$ cat src/rtl/core/tlvchp_pkg.sv
`timescale 1ns / 1ps
// ----------------------------------------------------------------------------
// TLV container header parser: shared package
// Widths, register indexes, status codes and the structures passed between
// the configuration block, the parser and the result register.
// ----------------------------------------------------------------------------
package tlvchp_pkg;

    // Offsets and lengths are reported in this many bits.
    localparam int OFFSET_BITS = 24;
    localparam int POS_BITS    = OFFSET_BITS + 1;

    localparam int HEADER_BYTES = 20;
    localparam int MAGIC_BYTES  = 8;
    localparam int WORD_BYTES   = 4;

    // Configuration port
    localparam int CFG_ADDR_BITS = 6;
    localparam int CFG_DATA_BITS = 64;

    localparam logic [2:0] REG_MAGIC         = 3'd0;
    localparam logic [2:0] REG_VERSION       = 3'd1;
    localparam logic [2:0] REG_IR_TYPE       = 3'd2;
    localparam logic [2:0] REG_WEIGHTS_TYPE  = 3'd3;
    localparam logic [2:0] REG_METADATA_TYPE = 3'd4;

    // Result status codes
    localparam logic [2:0] ST_OK          = 3'd0;
    localparam logic [2:0] ST_SHORT       = 3'd1;
    localparam logic [2:0] ST_BAD_MAGIC   = 3'd2;
    localparam logic [2:0] ST_BAD_VERSION = 3'd3;
    localparam logic [2:0] ST_TRUNC_HDR   = 3'd4;
    localparam logic [2:0] ST_TRUNC_BODY  = 3'd5;
    localparam logic [2:0] ST_NO_IR       = 3'd6;
    localparam logic [2:0] ST_TOO_LONG    = 3'd7;

    typedef struct packed {
        logic [63:0] magic_value;
        logic [31:0] expected_version;
        logic [31:0] ir_type_code;
        logic [31:0] weights_type_code;
        logic [31:0] metadata_type_code;
    } cfg_t;

    // Declared from the top bit down, so status sits in the lowest bits.
    typedef struct packed {
        logic [OFFSET_BITS-1:0] metadata_length;
        logic [OFFSET_BITS-1:0] metadata_offset;
        logic [OFFSET_BITS-1:0] weights_length;
        logic [OFFSET_BITS-1:0] weights_offset;
        logic [OFFSET_BITS-1:0] ir_length;
        logic [OFFSET_BITS-1:0] ir_offset;
        logic [31:0]            flags_word;
        logic [31:0]            version_word;
        logic [2:0]             status;
    } result_t;

    localparam int RESULT_BITS = $bits(result_t);
    localparam int TDATA_BITS  = ((RESULT_BITS + 7) / 8) * 8;

endpackage

$ cat src/rtl/core/tlvchp_cfg_regs.sv
`timescale 1ns / 1ps
// ----------------------------------------------------------------------------
// TLV container header parser: configuration registers
// APB-style register file holding the magic value, the accepted version and
// the three section type codes.
// ----------------------------------------------------------------------------
module tlvchp_cfg_regs
    import tlvchp_pkg::*;
(
    input  logic                     aclk,
    input  logic                     aresetn,
    input  logic                     psel,
    input  logic                     penable,
    input  logic                     pwrite,
    input  logic [CFG_ADDR_BITS-1:0] paddr,
    input  logic [CFG_DATA_BITS-1:0] pwdata,
    output logic [CFG_DATA_BITS-1:0] prdata,
    output logic                     pready,
    output cfg_t                     cfg
);

    cfg_t       cfg_reg;
    logic       wr_en;
    logic [2:0] reg_index;

    assign pready    = 1'b1;
    assign reg_index = paddr[5:3];
    assign wr_en     = psel && penable && pwrite;
    assign cfg       = cfg_reg;

    always_ff @(posedge aclk) begin
        if (!aresetn) begin
            cfg_reg.magic_value        <= 64'd0;
            cfg_reg.expected_version   <= 32'd1;
            cfg_reg.ir_type_code       <= 32'd1;
            cfg_reg.weights_type_code  <= 32'd2;
            cfg_reg.metadata_type_code <= 32'd3;
        end else if (wr_en) begin
            unique case (reg_index)
                REG_MAGIC:         cfg_reg.magic_value        <= pwdata;
                REG_VERSION:       cfg_reg.expected_version   <= pwdata[31:0];
                REG_IR_TYPE:       cfg_reg.ir_type_code       <= pwdata[31:0];
                REG_WEIGHTS_TYPE:  cfg_reg.weights_type_code  <= pwdata[31:0];
                REG_METADATA_TYPE: cfg_reg.metadata_type_code <= pwdata[31:0];
                default: ;
            endcase
        end
    end

    always_comb begin
        unique case (reg_index)
            REG_MAGIC:         prdata = cfg_reg.magic_value;
            REG_VERSION:       prdata = {32'd0, cfg_reg.expected_version};
            REG_IR_TYPE:       prdata = {32'd0, cfg_reg.ir_type_code};
            REG_WEIGHTS_TYPE:  prdata = {32'd0, cfg_reg.weights_type_code};
            REG_METADATA_TYPE: prdata = {32'd0, cfg_reg.metadata_type_code};
            default:           prdata = '0;
        endcase
    end

endmodule

$ cat src/rtl/core/tlvchp_parser.sv
`timescale 1ns / 1ps
// ----------------------------------------------------------------------------
// TLV container header parser: byte parser
// Per-byte parse state update and status evaluation on the final byte.
// ----------------------------------------------------------------------------
module tlvchp_parser
    import tlvchp_pkg::*;
(
    input  logic       aclk,
    input  logic       aresetn,
    input  cfg_t       cfg,
    input  logic       in_fire,
    input  logic [7:0] in_byte,
    input  logic       in_last,
    output logic       res_valid,
    output result_t    res
);

    localparam logic [2:0] PH_HEADER = 3'd0;
    localparam logic [2:0] PH_SECHDR = 3'd1;
    localparam logic [2:0] PH_BODY   = 3'd2;
    localparam logic [2:0] PH_DONE   = 3'd3;
    localparam logic [2:0] PH_ERROR  = 3'd4;

    localparam logic [POS_BITS-1:0] POS_MAGIC_END   = POS_BITS'(MAGIC_BYTES);
    localparam logic [POS_BITS-1:0] POS_VERSION_END = POS_BITS'(MAGIC_BYTES + WORD_BYTES - 1);
    localparam logic [POS_BITS-1:0] POS_FLAGS_END   = POS_BITS'(MAGIC_BYTES + 2*WORD_BYTES - 1);
    localparam logic [POS_BITS-1:0] POS_HEADER_END  = POS_BITS'(HEADER_BYTES - 1);
    localparam logic [POS_BITS-1:0] POS_HEADER_LEN  = POS_BITS'(HEADER_BYTES);
    localparam logic [3:0]          HC_TYPE_DONE    = 4'(WORD_BYTES);
    localparam logic [3:0]          HC_LEN_DONE     = 4'(2 * WORD_BYTES);

    logic [2:0]             phase_reg, phase_next;
    logic [POS_BITS-1:0]    pos_reg, pos_next;
    logic [31:0]            shift_reg, shift_next;
    logic [31:0]            left_reg, left_next;
    logic [31:0]            type_reg, type_next;
    logic [31:0]            body_reg, body_next;
    logic [31:0]            version_reg, version_next;
    logic [31:0]            flags_reg, flags_next;
    logic [OFFSET_BITS-1:0] rec_reg  [0:5];
    logic [OFFSET_BITS-1:0] rec_next [0:5];
    logic                   ir_seen_reg, ir_seen_next;
    logic [2:0]             error_reg, error_next;
    logic [3:0]             hc_reg, hc_next;

    logic                   take;
    logic [3:0]             hc_inc;
    logic [31:0]            left_dec;
    logic [31:0]            body_dec;
    logic [7:0]             magic_byte;
    logic [2:0]             status;

    // A finished section leads to the next header, or to the end of parsing.
    function automatic logic [2:0] after_section(input logic [31:0] left);
        logic [2:0] ph;
        ph = (left == 32'd0) ? PH_DONE : PH_SECHDR;
        return ph;
    endfunction

    // Only the first error is kept.
    function automatic logic [2:0] keep_error(input logic [2:0] held, input logic [2:0] code);
        logic [2:0] e;
        e = (held == ST_OK) ? code : held;
        return e;
    endfunction

    assign hc_inc     = hc_reg + 4'd1;
    assign left_dec   = left_reg - 32'd1;
    assign body_dec   = body_reg - 32'd1;
    assign magic_byte = cfg.magic_value[{pos_reg[2:0], 3'b000} +: 8];

    always_comb begin
        phase_next   = phase_reg;
        pos_next     = pos_reg;
        shift_next   = shift_reg;
        left_next    = left_reg;
        type_next    = type_reg;
        body_next    = body_reg;
        version_next = version_reg;
        flags_next   = flags_reg;
        rec_next     = rec_reg;
        ir_seen_next = ir_seen_reg;
        error_next   = error_reg;
        hc_next      = hc_reg;
        take         = 1'b0;
        status       = ST_OK;
        res_valid    = 1'b0;
        res          = '0;

        if (in_fire) begin
            // The position saturates at the offset range; the byte at the last
            // representable offset and any bytes after it are not parsed.
            if (!pos_reg[OFFSET_BITS]) begin
                pos_next = pos_reg + POS_BITS'(1);
                take     = (pos_reg[OFFSET_BITS-1:0] != '1);
            end

            if (take) begin
                shift_next = {in_byte, shift_reg[31:8]};
                case (phase_reg)
                    PH_HEADER: begin
                        if (pos_reg < POS_MAGIC_END) begin
                            if (in_byte != magic_byte) begin
                                error_next = keep_error(error_reg, ST_BAD_MAGIC);
                                phase_next = PH_ERROR;
                            end
                        end else if (pos_reg == POS_VERSION_END) begin
                            version_next = shift_next;
                            if (shift_next != cfg.expected_version) begin
                                error_next = keep_error(error_reg, ST_BAD_VERSION);
                                phase_next = PH_ERROR;
                            end
                        end else if (pos_reg == POS_FLAGS_END) begin
                            flags_next = shift_next;
                        end else if (pos_reg == POS_HEADER_END) begin
                            left_next  = shift_next;
                            phase_next = after_section(shift_next);
                            hc_next    = 4'd0;
                        end
                    end
                    PH_SECHDR: begin
                        hc_next = hc_inc;
                        if (hc_inc == HC_TYPE_DONE) begin
                            type_next = shift_next;
                        end else if (hc_inc == HC_LEN_DONE) begin
                            // Equal type codes resolve to IR, then weights,
                            // then metadata.
                            if (type_reg == cfg.ir_type_code) begin
                                rec_next[0]  = pos_next[OFFSET_BITS-1:0];
                                rec_next[1]  = shift_next[OFFSET_BITS-1:0];
                                ir_seen_next = 1'b1;
                            end else if (type_reg == cfg.weights_type_code) begin
                                rec_next[2] = pos_next[OFFSET_BITS-1:0];
                                rec_next[3] = shift_next[OFFSET_BITS-1:0];
                            end else if (type_reg == cfg.metadata_type_code) begin
                                rec_next[4] = pos_next[OFFSET_BITS-1:0];
                                rec_next[5] = shift_next[OFFSET_BITS-1:0];
                            end
                            left_next = left_dec;
                            body_next = shift_next;
                            if (shift_next == 32'd0) begin
                                phase_next = after_section(left_dec);
                                hc_next    = 4'd0;
                            end else begin
                                phase_next = PH_BODY;
                            end
                        end
                    end
                    PH_BODY: begin
                        body_next = body_dec;
                        if (body_dec == 32'd0) begin
                            phase_next = after_section(left_reg);
                            hc_next    = 4'd0;
                        end
                    end
                    default: ;
                endcase
            end

            if (in_last) begin
                if (pos_next[OFFSET_BITS]) begin
                    status = ST_TOO_LONG;
                end else if (pos_next < POS_HEADER_LEN) begin
                    status = ST_SHORT;
                end else if (error_next != ST_OK) begin
                    status = error_next;
                end else if (phase_next == PH_SECHDR) begin
                    status = ST_TRUNC_HDR;
                end else if (phase_next == PH_BODY) begin
                    status = ST_TRUNC_BODY;
                end else if (!ir_seen_next) begin
                    status = ST_NO_IR;
                end

                res_valid  = 1'b1;
                res.status = status;
                if (status != ST_SHORT && status != ST_BAD_MAGIC && status != ST_TOO_LONG) begin
                    res.version_word = version_next;
                    res.flags_word   = flags_next;
                end
                if (status == ST_OK) begin
                    res.ir_offset       = rec_next[0];
                    res.ir_length       = rec_next[1];
                    res.weights_offset  = rec_next[2];
                    res.weights_length  = rec_next[3];
                    res.metadata_offset = rec_next[4];
                    res.metadata_length = rec_next[5];
                end

                // The packet is closed: start the next one from a clean state.
                phase_next   = PH_HEADER;
                pos_next     = '0;
                left_next    = '0;
                type_next    = '0;
                body_next    = '0;
                version_next = '0;
                flags_next   = '0;
                for (int i = 0; i < 6; i++) begin
                    rec_next[i] = '0;
                end
                ir_seen_next = 1'b0;
                error_next   = ST_OK;
                hc_next      = 4'd0;
            end
        end
    end

    always_ff @(posedge aclk) begin
        if (!aresetn) begin
            phase_reg   <= PH_HEADER;
            pos_reg     <= '0;
            left_reg    <= '0;
            type_reg    <= '0;
            body_reg    <= '0;
            version_reg <= '0;
            flags_reg   <= '0;
            for (int i = 0; i < 6; i++) begin
                rec_reg[i] <= '0;
            end
            ir_seen_reg <= 1'b0;
            error_reg   <= ST_OK;
            hc_reg      <= 4'd0;
        end else begin
            phase_reg   <= phase_next;
            pos_reg     <= pos_next;
            left_reg    <= left_next;
            type_reg    <= type_next;
            body_reg    <= body_next;
            version_reg <= version_next;
            flags_reg   <= flags_next;
            rec_reg     <= rec_next;
            ir_seen_reg <= ir_seen_next;
            error_reg   <= error_next;
            hc_reg      <= hc_next;
        end
    end

    // The shift register only ever supplies words after four fresh bytes.
    always_ff @(posedge aclk) begin
        shift_reg <= shift_next;
    end

endmodule

$ cat src/rtl/core/tlvchp_out_reg.sv
`timescale 1ns / 1ps
// ----------------------------------------------------------------------------
// TLV container header parser: result register
// Holds one finished result on the master side until it is taken.
// ----------------------------------------------------------------------------
module tlvchp_out_reg
    import tlvchp_pkg::*;
(
    input  logic    aclk,
    input  logic    aresetn,
    input  logic    res_valid,
    input  result_t res,
    output logic    in_ready,
    output logic    out_valid,
    input  logic    out_ready,
    output result_t out_data
);

    logic    valid_reg;
    result_t data_reg;

    // A new byte may enter when no result is held, or when the held result leaves in the same cycle.
    assign in_ready  = !valid_reg || out_ready;
    assign out_valid = valid_reg;
    assign out_data  = data_reg;

    always_ff @(posedge aclk) begin
        if (!aresetn) begin
            valid_reg <= 1'b0;
        end else if (res_valid) begin
            valid_reg <= 1'b1;
        end else if (out_ready) begin
            valid_reg <= 1'b0;
        end
    end

    always_ff @(posedge aclk) begin
        if (res_valid) begin
            data_reg <= res;
        end
    end

endmodule

$ cat src/rtl/core/tlv_container_header_parser_core.sv
`timescale 1ns / 1ps
// ----------------------------------------------------------------------------
// TLV container header parser
// Streams a container packet one byte per transfer and reports its header and
// the placement of its IR, weights and metadata sections.
// ----------------------------------------------------------------------------
// Bytes arrive on the s_ channel, one per transfer, with s_tlast on the final
// byte of the packet. Each byte is parsed in the cycle it is taken; the whole
// parse step sits between the parse state registers and the result register.
// One result per packet leaves on the m_ channel, valid in the cycle after
// the transfer of the final byte. s_tready is low whenever a result is held
// and m_tready is low, so no byte is taken while the receiver stalls with a
// result waiting; when the held result leaves, a byte can be taken in the
// same cycle, and with m_tready high bytes stream in back to back.
// The APB port sets the magic value, accepted version and section type codes;
// the user must write it only while no packet is in flight (the block does not check).
// Reset (aresetn low, synchronous) clears the parse state and the result valid
// flag and returns the configuration registers to their defaults.
// ----------------------------------------------------------------------------
module tlv_container_header_parser_core
    import tlvchp_pkg::*;
(
    input  logic                     aclk,
    input  logic                     aresetn,
    // Input stream
    input  logic                     s_tvalid,
    output logic                     s_tready,
    input  logic [7:0]               s_tdata,   // in_byte
    input  logic                     s_tlast,   // in_last
    // Result stream
    output logic                     m_tvalid,
    input  logic                     m_tready,
    // status, version_word, flags_word, ir_offset, ir_length, weights_offset,
    // weights_length, metadata_offset, metadata_length, then zero padding
    output logic [TDATA_BITS-1:0]    m_tdata,
    // Configuration
    input  logic                     psel,
    input  logic                     penable,
    input  logic                     pwrite,
    input  logic [CFG_ADDR_BITS-1:0] paddr,
    input  logic [CFG_DATA_BITS-1:0] pwdata,
    output logic [CFG_DATA_BITS-1:0] prdata,
    output logic                     pready
);

    cfg_t    cfg;
    logic    in_fire;
    logic    res_valid;
    result_t res;
    result_t out_data;

    assign in_fire = s_tvalid && s_tready;
    assign m_tdata = TDATA_BITS'(out_data);

    tlvchp_cfg_regs u_cfg_regs (
        .aclk    (aclk),
        .aresetn (aresetn),
        .psel    (psel),
        .penable (penable),
        .pwrite  (pwrite),
        .paddr   (paddr),
        .pwdata  (pwdata),
        .prdata  (prdata),
        .pready  (pready),
        .cfg     (cfg)
    );

    tlvchp_parser u_parser (
        .aclk      (aclk),
        .aresetn   (aresetn),
        .cfg       (cfg),
        .in_fire   (in_fire),
        .in_byte   (s_tdata),
        .in_last   (s_tlast),
        .res_valid (res_valid),
        .res       (res)
    );

    tlvchp_out_reg u_out_reg (
        .aclk      (aclk),
        .aresetn   (aresetn),
        .res_valid (res_valid),
        .res       (res),
        .in_ready  (s_tready),
        .out_valid (m_tvalid),
        .out_ready (m_tready),
        .out_data  (out_data)
    );

endmodule

$ cat config.mk
export PLATFORM = sky130hd
export DESIGN_NAME = tlv_container_header_parser_core
export DESIGN_NICKNAME = d
export VERILOG_FILES = /design/src/rtl/core/tlvchp_pkg.sv /design/src/rtl/core/tlvchp_cfg_regs.sv /design/src/rtl/core/tlvchp_parser.sv /design/src/rtl/core/tlvchp_out_reg.sv /design/src/rtl/core/tlv_container_header_parser_core.sv
export SDC_FILE = /design/constraint.sdc
export NUM_CORES = 2
export LEC_CHECK = 0
export BUFFER_PORTS_ARGS = -buffer_cell sky130_fd_sc_hd__clkbuf_2
export CAP_MARGIN = 0
export CORE_ASPECT_RATIO = 1.4
export CORE_UTILIZATION = 60
export DETAILED_ROUTE_END_ITERATION = 8
export PLACE_DENSITY = 0.81
export SLEW_MARGIN = 30
export SYNTH_ARGS = -nofsm -noshare
export SYNTH_HDL_FRONTEND = slang
export SYNTH_HIERARCHICAL = 1
export SYNTH_SLANG_ARGS = --single-unit
$ cat constraint.sdc
create_clock -name aclk -period 9.8 [get_ports aclk]
set_clock_uncertainty 0.15 [all_clocks]
set_input_delay 0.49 -clock aclk [delete_from_list [all_inputs] [get_ports aclk]]
set_output_delay 0.49 -clock aclk [all_outputs]
set_load 0.02 [all_outputs]
==> run_results.csv <==
group,metric,value,unit
floorplan,fp.dieH,297.5,um
sta,slew_headroom,30.04,%
pwr,powerDensity,165.6,mW/mm^2
synth,yosysWarnings,6,
critical_path,arrival,6.09,ns
routing,drt-initial-drc-count,4222,
critical_path,cp.required,10.09,ns
placement,postPlaceCellArea,0.03931,mm^2
routing,wl,120.7,mm
finish,largest_reg_flops,211,
pwr,clkPwrFrac,43.0,%
synth,synthArstFlopShare,0,%
job,maxCapViolations,0,
critical_path,startpoint,"u_parser/left_reg[0]$_SDFFE_PN0P_",
critical_path,r2r_slack,4.00,ns
sta,clock.fmax,0.1725,GHz
sta,hold_viol,0,
clock_tree,clkTransAtPathRegs,0.06,ns
sta,tns,0,ns
pwr,cell_internal_pwr,5241,uW
pwr,switching_share,25.11,%
global_route,track_usage,37.23,%
clock_tree,cts_tree,"built",
critical_path,r2r-start,"u_parser/left_reg[0]$_SDFFE_PN0P_",
routing,drc,0,
placement,dpl.hpwl,76.88,mm
routing,vias,32950,
clock_tree,insertion_delay,0.63,ns
sta,min_period,5.797,ns
clock_tree,cts_buffers,74,
global_route,grt_overflow_total,0,
critical_path,startpoint_type,"flip-flop",
finish,most-common-layout-cells,"nand2_1 (561), dfxtp_1 (532), nor2_1 (528), clkbuf_2 (358), mux2i_1 (348)",
min_path,worstHoldStart,"pwdata[48]",
clock_tree,cts_setup_buffers,0,
synth,ys_seq_area_share,47.38,%
clock_tree,cts_root_buffer,"clkbuf_16",
clock_tree,cts.sinks,768,
critical_path,reg2reg_to,"u_out_reg/out_data[91]$_DFFE_PP_",
sta,rsz0062_at_grt,"false",
pwr,p_sw,1757,uW
synth,synth_largest_area_cell,"dfxtp_1",
synth,synth_edf_count,235,
synth,synth_cell_types,89,
pwr,vdd.ir_drop.worst,0.0001565,V
pwr,p_comb_share,8.4,%
routing,viasPerCell,6.508,
sta,setup_viol,0,
floorplan,rows,107,
synth,synth_top_area_share,28.52,%
floorplan,core_area,0.06118,mm^2
placement,gp_congestion,0.9582,
placement,port_buffers,359,
critical_path,path_class,"reg -> reg",
floorplan,die_w,213.0,um
sta,slew_violations,0,
routing,ant_nets,0,
global_route,grt_pass1_vias,30610,
clock_tree,h-tree-depth,3,
finish,final_common_cell,"nand2_1",
global_route,antenna_found_initial,1,
synth,synthFlopType,"dfxtp_1",
global_route,grt_start_max_net_pins,151,
floorplan,die_area,0.06337,mm^2
synth,netlist_top_cells_area,"dfxtp_1 (29%), edfxtp_1 (19%), mux2i_1 (9.3%)",
floorplan,start_util,61.15,%
critical_path,r2r_cells,14,
run_status,outcome,"completed",
synth,syn_avg_cell_area,9.337,um^2
min_path,worstHoldPathCells,3,
finish,final_util,69.09,%
pwr,p_leak,0.01575,uW
clock_tree,clockBufferDepth,3,
synth,ys_seq_elements,768,
sta,fin_crit_sh,59.15,%
critical_path,critPathMaxFanout,104,
finish,final_area,0.04227,mm^2
synth,synthesis.area,0.03741,mm^2
sta,tightest_slew,1.047,ns
finish,drive_gt1_share,15.33,%
finish,areaGrowthSynthToFinish,12.99,%
routing,first_pass_iters,8,
critical_path,end_kind,"flip-flop",
global_route,grt_pass1_wl,181.2,mm
synth,synth_cells,4007,
min_path,holdPathEnd,"u_cfg_regs/cfg[176]$_SDFFE_PN0P_",
pwr,seqPwrFrac,48.6,%
finish,layout.nets,4277,
floorplan,io_pins,369,
min_path,hp-class,"in -> reg",
routing,routedWlPerCell,23.83,um
[power groups by stage]
stage | clock network (uW) | logic (uW) | registers (uW)
finish | 3010 | 590 | 3400
global placement | 0 | 556 | 3470
CTS | 3030 | 572 | 3400
detailed placement | 0 | 559 | 3470
floorplan | 0 | 330 | 3490
global route | 3140 | 622 | 3400
[through the flow]
step	instances	worst slack [ns]	hold WS, ns	power [uW]
4_1_cts	5059	3.844	0.01202	6998
3_3_place_gp	4889	3.958	0.2995	4021
5_1_grt	5064	3.555	0.02168	7163
3_5_place_dp	4891	3.890	0.3145	4025
2_1_floorplan	4011	1.993	0.2744	3819
6_report	5064	4.003	0.02407	6998
[synthesized netlist by cell type (5+ instances only)]
library cell,number
a31oi_1,8
a22oi_1,194
a211oi_1,7
or4_1,15
o32ai_1,32
nand4_1,41
mux2i_1,348
xnor2_1,63
nor4_1,79
buf_4,10
a2111oi_0,12
and4b_1,5
ha_1,6
o21ai_0,92
o31ai_1,19
or2_2,6
nor2_1,533
clkbuf_1,291
nor4b_1,5
o22ai_1,71
mux4_2,10
buf_6,29
nor2b_1,21
nand3_1,26
nor3_1,48
nand2b_1,41
and4_1,7
a21oi_1,124
o21a_1,6
dfxtp_1,533
edfxtp_1,235
a32oi_1,129
mux2_2,41
xor2_1,115
or3_1,17
and3_1,14
and2_1,51
nand2_1,562
nor3b_1,9
buf_2,30
a21o_1,5
inv_1,29
buf_1,7
[worst max path at each step]
stage,end,slack [ns],depth (start not counted)
after floorplan,u_out_reg/out_valid$_SDFFE_PN0P_,1.99,7
after global placement,u_out_reg/out_data[91]$_DFFE_PP_,3.96,14
after detailed placement,u_out_reg/out_data[91]$_DFFE_PP_,3.89,14
after CTS,u_out_reg/out_data[91]$_DFFE_PP_,3.84,14
after global routing,u_out_reg/out_data[91]$_DFFE_PP_,3.56,14
final,u_out_reg/out_data[91]$_DFFE_PP_,4.00,14
[routing by layer]
| metal | up-vias | routed length (um) | track usage [%] |
|---|---|---|---|
| li1 | 14740 | - | - |
| met1 | 15800 | 43540 | 45.30 |
| met2 | 2014 | 56470 | 59.35 |
| met3 | 402 | 11840 | 6.683 |
| met4 | 0 | 8829 | 25.97 |
| met5 | - | 0 | 0 |
[cells by family (layout without fill, tap and decap cells)]
kind of cell / count (synthesis) / in the layout / share of synthesized area (%)
mux: 400 / 400 / 11.18
fa+ha+maj: 6 / 6 / 0.2007
other cells: 2 / 7 / 0.02007
flops: 768 / 768 / 47.38
simple gates: 1510 / 1510 / 18.24
xor+xnor: 178 / 178 / 4.167
compound gates: 744 / 744 / 14.02
buf+inv: 399 / 634 / 4.786
[critical path, cell delays in order, from the launching register on]
cell	delay [ns]
dfxtp_1	0.34
inv_1	0.13
ha_1	0.41
nor4b_1	0.40
nand4b_2	0.33
or4_1	0.75
or4_1	0.52
a31oi_1	0.21
a311o_1	0.17
a21oi_2	0.08
and3b_1	0.24
o311ai_4	0.41
nand4_4	0.59
buf_6	0.53
a21oi_1	0.30
[final cells by class]
class	instances	area, um^2
Fill cell	4664	18910
Multi-Input combinational cell	2844	18080
Sequential cell	768	17730
Timing Repair Buffer	465	2750
Clock buffer	108	2145
Tap cell	817	1022
Clock inverter	29	407.9
Inverter	32	135.1
Antenna cell	1	2.502
[what timing repair did]
item	CTS	global route
resized for setup	0	0
endpoints found under the setup margin	0	0
hold buffers	31	0
endpoints found under the hold margin	31	0
Note: power is estimated with default switching activity, not from simulation.
